## config.mk

```make
export PLATFORM = sky130hd
export DESIGN_NAME = bnsq_ctrl
export DESIGN_NICKNAME = d
export VERILOG_FILES = /design/src/hdl/bnsq_pkg.sv /design/src/hdl/bnsq_ctrl.sv
export SDC_FILE = /design/constraint.sdc
export NUM_CORES = 1
export LEC_CHECK = 0
export BUFFER_PORTS_ARGS = -buffer_cell sky130_fd_sc_hd__clkbuf_2
export CAP_MARGIN = 15
export CORE_MARGIN = 3
export CORE_UTILIZATION = 35
export DETAILED_ROUTE_END_ITERATION = 8
export PLACE_DENSITY = 0.68
export SLEW_MARGIN = 20
export SYNTH_ARGS = -nofsm -noshare
export SYNTH_HDL_FRONTEND = slang
export SYNTH_SLANG_ARGS = --single-unit
```

## constraint.sdc

```tcl
create_clock -name clk -period 2.7 [get_ports clk]
set_clock_uncertainty 0.1 [all_clocks]
set_input_delay 0 -clock clk [delete_from_list [all_inputs] [get_ports clk]]
set_output_delay 0 -clock clk [all_outputs]
set_load 0.01 [all_outputs]
```

## src/hdl/bnsq_pkg.sv

```systemverilog
`timescale 1ns / 1ps
// types and constants shared by the buzzer note sequencer queue
package bnsq_pkg;

    localparam int CFG_INDEX_W = 1;
    localparam int CFG_DATA_W  = 8;

    localparam logic [7:0] REST_MS_RESET      = 8'd10;
    localparam logic [7:0] TICKS_PER_MS_RESET = 8'd10;

    typedef enum logic [2:0] {
        OP_LOAD   = 3'd0,
        OP_ADD    = 3'd1,
        OP_EXPIRE = 3'd2,
        OP_STOP   = 3'd3,
        OP_CLEAR  = 3'd4
    } op_t;

    typedef enum logic [CFG_INDEX_W-1:0] {
        REG_REST_MS      = 1'b0,
        REG_TICKS_PER_MS = 1'b1
    } cfg_reg_t;

    typedef enum logic [1:0] {
        MODE_NONE = 2'd0,
        MODE_PLAY = 2'd1,
        MODE_LOOP = 2'd2,
        MODE_STOP = 2'd3
    } mode_t;

    typedef enum logic [2:0] {
        ST_IDLE,
        ST_REDUCE,
        ST_EXEC,
        ST_POP,
        ST_MUL,
        ST_EMIT
    } state_t;

    typedef enum logic [3:0] {
        CMD_NONE,
        CMD_LOAD,
        CMD_ADD,
        CMD_POP,
        CMD_PHASE,
        CMD_RESTART,
        CMD_END,
        CMD_STOP,
        CMD_CLEAR
    } cmd_t;

    typedef enum logic [2:0] {
        RES_START,
        RES_NEXT,
        RES_DONE,
        RES_CLEAR,
        RES_PHASE
    } res_t;

    typedef struct packed {
        logic       rest;
        logic       loop;
        logic [8:0] length;
        logic [7:0] start;
    } desc_t;

    typedef struct packed {
        logic [15:0] duration;
        logic [15:0] pitch;
    } note_t;

    typedef struct packed {
        logic capture;
        logic reduce_step;
        cmd_t cmd;
        logic mul;
        logic emit;
        res_t res;
    } ctrl_t;

    typedef struct packed {
        logic [2:0] op;
        logic       reduced;
        logic       mode_none;
        logic       phase_avail;
        logic       loop_mode;
        logic       queue_empty;
        logic       out_free;
    } stat_t;

endpackage

```

## src/hdl/bnsq_ctrl.sv

```systemverilog
`timescale 1ns / 1ps
// controller state machine sequencing one request at a time
module bnsq_ctrl (
    input  logic            clk,
    input  logic            rst_n,
    input  logic            in_valid,
    output logic            in_stall,
    input  bnsq_pkg::stat_t stat,
    output bnsq_pkg::ctrl_t ctrl
);

    import bnsq_pkg::*;

    state_t state_reg, state_next;
    res_t   res_reg, res_next;

    always_ff @(posedge clk or negedge rst_n)
    begin
        if (!rst_n)
        begin
            state_reg <= ST_IDLE;
            res_reg   <= RES_CLEAR;
        end
        else
        begin
            state_reg <= state_next;
            res_reg   <= res_next;
        end
    end

    // next state
    always_comb
    begin
        state_next = state_reg;
        res_next   = res_reg;
        unique case (state_reg)
            ST_IDLE:
            begin
                if (in_valid)
                begin
                    state_next = ST_REDUCE;
                end
            end
            ST_REDUCE:
            begin
                if (stat.reduced)
                begin
                    state_next = ST_EXEC;
                end
            end
            ST_EXEC:
            begin
                state_next = ST_IDLE;
                unique case (stat.op)
                    OP_ADD:
                    begin
                        if (stat.mode_none)
                        begin
                            state_next = ST_POP;
                            res_next   = RES_START;
                        end
                    end
                    OP_EXPIRE:
                    begin
                        if (stat.mode_none)
                        begin
                            state_next = ST_IDLE;
                        end
                        else if (stat.phase_avail)
                        begin
                            state_next = ST_MUL;
                            res_next   = RES_PHASE;
                        end
                        else if (stat.loop_mode)
                        begin
                            state_next = ST_IDLE;
                        end
                        else if (!stat.queue_empty)
                        begin
                            state_next = ST_POP;
                            res_next   = RES_NEXT;
                        end
                        else
                        begin
                            state_next = ST_EMIT;
                            res_next   = RES_DONE;
                        end
                    end
                    OP_CLEAR:
                    begin
                        state_next = ST_EMIT;
                        res_next   = RES_CLEAR;
                    end
                    default:
                    begin
                        state_next = ST_IDLE;
                    end
                endcase
            end
            ST_POP:
            begin
                state_next = ST_EMIT;
            end
            ST_MUL:
            begin
                state_next = ST_EMIT;
            end
            ST_EMIT:
            begin
                if (stat.out_free)
                begin
                    state_next = ST_IDLE;
                end
            end
            default:
            begin
                state_next = ST_IDLE;
            end
        endcase
    end

    // outputs
    always_comb
    begin
        ctrl.capture     = 1'b0;
        ctrl.reduce_step = 1'b0;
        ctrl.cmd         = CMD_NONE;
        ctrl.mul         = 1'b0;
        ctrl.emit        = 1'b0;
        ctrl.res         = res_reg;
        in_stall         = (state_reg != ST_IDLE);
        unique case (state_reg)
            ST_IDLE:
            begin
                ctrl.capture = in_valid;
            end
            ST_REDUCE:
            begin
                ctrl.reduce_step = !stat.reduced;
            end
            ST_EXEC:
            begin
                unique case (stat.op)
                    OP_LOAD:  ctrl.cmd = CMD_LOAD;
                    OP_ADD:   ctrl.cmd = CMD_ADD;
                    OP_STOP:  ctrl.cmd = CMD_STOP;
                    OP_CLEAR: ctrl.cmd = CMD_CLEAR;
                    OP_EXPIRE:
                    begin
                        if (stat.mode_none)
                        begin
                            ctrl.cmd = CMD_NONE;
                        end
                        else if (stat.phase_avail)
                        begin
                            ctrl.cmd = CMD_PHASE;
                        end
                        else if (stat.loop_mode)
                        begin
                            ctrl.cmd = CMD_RESTART;
                        end
                        else if (stat.queue_empty)
                        begin
                            ctrl.cmd = CMD_END;
                        end
                        else
                        begin
                            ctrl.cmd = CMD_NONE;
                        end
                    end
                    default:  ctrl.cmd = CMD_NONE;
                endcase
            end
            ST_POP:
            begin
                ctrl.cmd = CMD_POP;
            end
            ST_MUL:
            begin
                ctrl.mul = 1'b1;
            end
            ST_EMIT:
            begin
                ctrl.emit = stat.out_free;
            end
            default:
            begin
                ctrl.emit = 1'b0;
            end
        endcase
    end

endmodule

```

Yosys cells after proc, flatten, opt, wreduce, memory -nomap -nowiden
Cells that the tools add are included.
Operators by class
  add/subtract/negate cells: 0
  multipliers: 0
  divide/modulo/power cells: 0
  $lt $le $gt $ge: 0
  equality and inequality tests: 15
  shifts and indexed selects: 0
  muxes and demuxes: 26
  bitwise operators: 0
  reductions and logical operators: 8
Operator list (count)
  3-bit two-way mux: 12
  4-bit case mux with 5 select lines: 1
  3-bit case mux with 3 select lines: 2
  3-bit case mux with 5 select lines: 1
  3-bit by 2-bit equality test with 1-bit output (second input constant): 4
  4-bit two-way mux: 3
  2-bit != test (second input constant): 5
  3-bit equality test (second input constant): 3
  4-bit case mux with 2 select lines: 1
  3-bit by 1-bit equality test with 1-bit output (second input constant): 2
  3-bit logical NOT: 2
  3-bit nonzero test: 2
  5-bit AND reduction: 1
  1-bit two-way mux: 4
  2-bit two-way mux: 2
  3-bit != test (second input constant): 1
  3-bit AND reduction: 1
  2-bit OR reduction: 1
  1-bit logical NOT: 1
Storage, ports and cells
  flip-flop bits (word level): 6
  latch bits: 0
  RAM bits: 0
  bits in read-only memories: 0
  output and inout port bits: 12
  memories: 0

Depth between registers and ports, before layout
  word-level depth: 6
  mapped depth: 5
  depth with buffers taken out: 4

Worst setup path after synthesis
Ideal clock, no wire load.
  path type: reg-to-reg
  start: register state_reg[2]
  end: register res_reg[2]
  setup time: 0.128 ns
  arrival: 1.599 ns
  data required time: 2.472 ns
  slack: 0.873 ns
  stages on the path, launching flop included: 5
  period minus slack after synthesis: 1.827 ns
  cell sequence: dfrtp_1 > nand2b_1 > a2111o_1 > a311o_1 > mux2_1
On the way
  cells in the longest elaborated chain, start to end: 2
RTL lines
  start, declared: line bnsq_ctrl.sv:14  | state_t state_reg, state_next;
  start signal, assigned: line bnsq_ctrl.sv:26  | state_reg <= state_next;
  3-bit by 2-bit equality test with 1-bit output: line bnsq_ctrl.sv:36  | unique case (state_reg)
  5-bit AND reduction (no line)
  end signal, assigned: line bnsq_ctrl.sv:27  | res_reg <= res_next;
  end, declared: line bnsq_ctrl.sv:15  | res_t res_reg, res_next;
No other way between the ends.
A chain may end at the register's enable or synchronous reset.

Worst setup path in the final report
Same ends and word-level chain as after synthesis.

==> results.sh <==
export IMPL_outcome="finished, final reports clean"
export IMPL_hp_class="in2reg"
export IMPL_syn_cell_area_sq_um=583
export IMPL_wl_per_cell_um=11.9
export IMPL_cts_tree="done"
export IMPL_num_vias=633
export IMPL_reg2regPathDepth=4
export IMPL_tightest_slew_ps=456
export IMPL_finalNetCount=114
export IMPL_grt_first_pass_wirelength_mm=2.31
export IMPL_std_cell_rows=14
export IMPL_finalSetupViolations=0
export IMPL_max_clock_freq_ghz=0.512
export IMPL_mostFrequentLayoutCells="clkbuf_2, nor2_1, a21oi_1, nor2b_1, nand2b_1"
export IMPL_synth_mux_area_frac=0.0579
export IMPL_ant_nets=0
export IMPL_dieArea_sq_um=2190
export IMPL_start_util=0.378
export IMPL_vias_per_cell=5.41
export IMPL_relSlewSlack=0.691
export IMPL_die_w_um=46.8
export IMPL_grt_use_total=0.148
export IMPL_clockBufferDepth=2
export IMPL_ys_seq_area_frac=0.262
export IMPL_cp_cell_sequence="nand2b_1, a2111o_1, a311o_1, mux2_1"
export IMPL_clk_pin_slew_ps=50
export IMPL_cp_slowest_cell="dfrtp_1"
export IMPL_cts_buffers=3
export IMPL_yosys_area_share_simple=0.367
export IMPL_grt_overflow_total=0
export IMPL_cp_start_kind="register"
export IMPL_critPathArrivalTime_ps=1970
export IMPL_antenna_found_initial=0
export IMPL_area_delta_synth_final_pct=26.8
export IMPL_path_max_fanout=8
export IMPL_clock_sinks=6
export IMPL_rsz0062_at_grt="no"
export IMPL_die_y_um=46.8
export IMPL_ys_warn_count=0
export IMPL_cts_setup_buffers=0
export IMPL_hold_viol_final=0
export IMPL_whs_path_depth=3
export IMPL_yosys_area_share_xor_xnor=0.0150
export IMPL_placed_cells=111
export IMPL_yosysUniqueCellTypes=29
export IMPL_syn_area_per_cell_sq_um=7.57
export IMPL_grt_max_degree=17
export IMPL_synth_top_family_by_area="simple AND/OR/NAND/NOR gates"
export IMPL_peakVddDrop_mv=0.397
export IMPL_maxCapViolations=0
export IMPL_first_global_vias=570
export IMPL_path_class="reg2reg"
export IMPL_synthAdderAreaFrac=0
export IMPL_synth_enable_flop_cells=0
export IMPL_ios=24
export IMPL_h_tree_depth=1
export IMPL_drive_gt1_frac=0.297
export IMPL_post_route_drc_count=0
export IMPL_period_share=0.724
export IMPL_p_leak_nw=0.336
export IMPL_fillCellCount=154
export IMPL_syn_nets=89
export IMPL_synth_seq_cells=6
export IMPL_insertedDiodeCount=0
export IMPL_min_period_ps=1950
export IMPL_drt_wl_total_mm=1.39
export IMPL_layout_commonest_cell="clkbuf_2"
export IMPL_slew_viol_final=0
export IMPL_required_ps=2720
export IMPL_power_density_nw_per_um2=718
export IMPL_synthCells=77
export IMPL_worstSkewPairLatency_ps=240
export IMPL_dr_first_iter_drc_count=12
export IMPL_cp_end_kind="register"
export IMPL_synth_compound_gate_area_share=0.236
export IMPL_max_stage_delay_ps=440
export IMPL_clockRootBuffer="clkbuf_4"
export IMPL_core_area_sq_um=1540
export IMPL_first_pass_iters=4
export IMPL_synth_ff_type="dfrtp_1"
export IMPL_finalNonFillerCells=117
export IMPL_hpwl_mm=1.10
export IMPL_synth_async_reset_ratio=1.00
export IMPL_place_congestion=0.871
export IMPL_portBuffers=23
export IMPL_setup_tns_ps=0
==> path summary, 6_finish.rpt <==
kind                                               start                  endpoint  slack, ps
worst max-delay path            state_reg[2]$_DFFE_PN0P_    res_reg[2]$_DFFE_PN0P_        750
worst min-delay path                             stat[0]  state_reg[0]$_DFFE_PN0P_         60
worst max register to register  state_reg[2]$_DFFE_PN0P_    res_reg[2]$_DFFE_PN0P_        750
worst min register to register    res_reg[2]$_DFFE_PN0P_    res_reg[2]$_DFFE_PN0P_        390
max in group asynchronous                          rst_n    res_reg[2]$_DFFE_PN0P_       1740
min in group asynchronous                          rst_n    res_reg[0]$_DFFE_PN1P_        160
==> through the flow <==
step	hold WS [ps]	util	power [mW]	worst slack [ps]	cell area [sq um]
2_1_floorplan	-396	-	0.357	873	583
3_3_place_gp	-272	0.450	0.437	803	693
3_5_place_dp	-273	0.450	0.442	753	693
4_1_cts	44.3	0.480	0.538	747	739
5_1_grt	65.0	0.480	0.582	656	739
6_report	63.2	0.480	0.531	746	739
==> synth_stat cells, drive strengths merged, types with 2 or more instances <==
cell    number  area share
nor2b        7       0.075
mux2         3       0.058
buf          3       0.030
a32oi        2       0.030
nand2b       5       0.054
nor3b        3       0.039
nor3         3       0.026
or3          2       0.021
nor4         2       0.021
dfrtp        4        0.17
nand2        2       0.013
clkbuf       2       0.013
a21oi        8       0.069
nor2        12       0.077
o21ai        2       0.017
dfstp        2       0.090
inv          3       0.019
o21a         2       0.026
==> cells by family after synthesis <==
kind of cell,count (synthesis)
simple gates,39
compound gates,20
mux,3
flops,6
buf+inv,8
xor+xnor,1
==> cell type report <==
type                       count  area [sq um]  area share
clock buffer                   4          26.3      0.0355
inverter                       3          11.3      0.0152
multi-input combinational     63           394       0.533
sequential                     6           153       0.206
tap                           16          20.0      0.0271
timing repair buffer          25           135       0.183
==> per-layer routing <==
metal	global-route usage	up-vias	routed length (um)	part of all wire
met4	0.110	0	14	0.010
met1	0.215	281	640	0.46
met5	0	-	0	0
met2	0.190	27	626	0.45
li1	-	323	-	-
met3	0.0268	2	111	0.080
==> report_power, final <==
group / switching (mW) / internal [mW]
combinational: 0.126 / 0.124
sequential: 0.0559 / 0.137
clock: 0.0317 / 0.0559
==> critical path: cells and delay by family, from the launching register on <==
kind,cells,cell delay [ps]
flip-flops,1,440
AO/OA/AOI/OAI,2,720
multiplexers,1,320
AND/OR/NAND/NOR,1,260
==> timing repair <==
action,CTS,global route
hold buffers,2,0
resized for setup,0,0
hold endpoints to repair,6,0
endpoints found under the setup margin,0,0
Power figures use the tool's default switching activity.
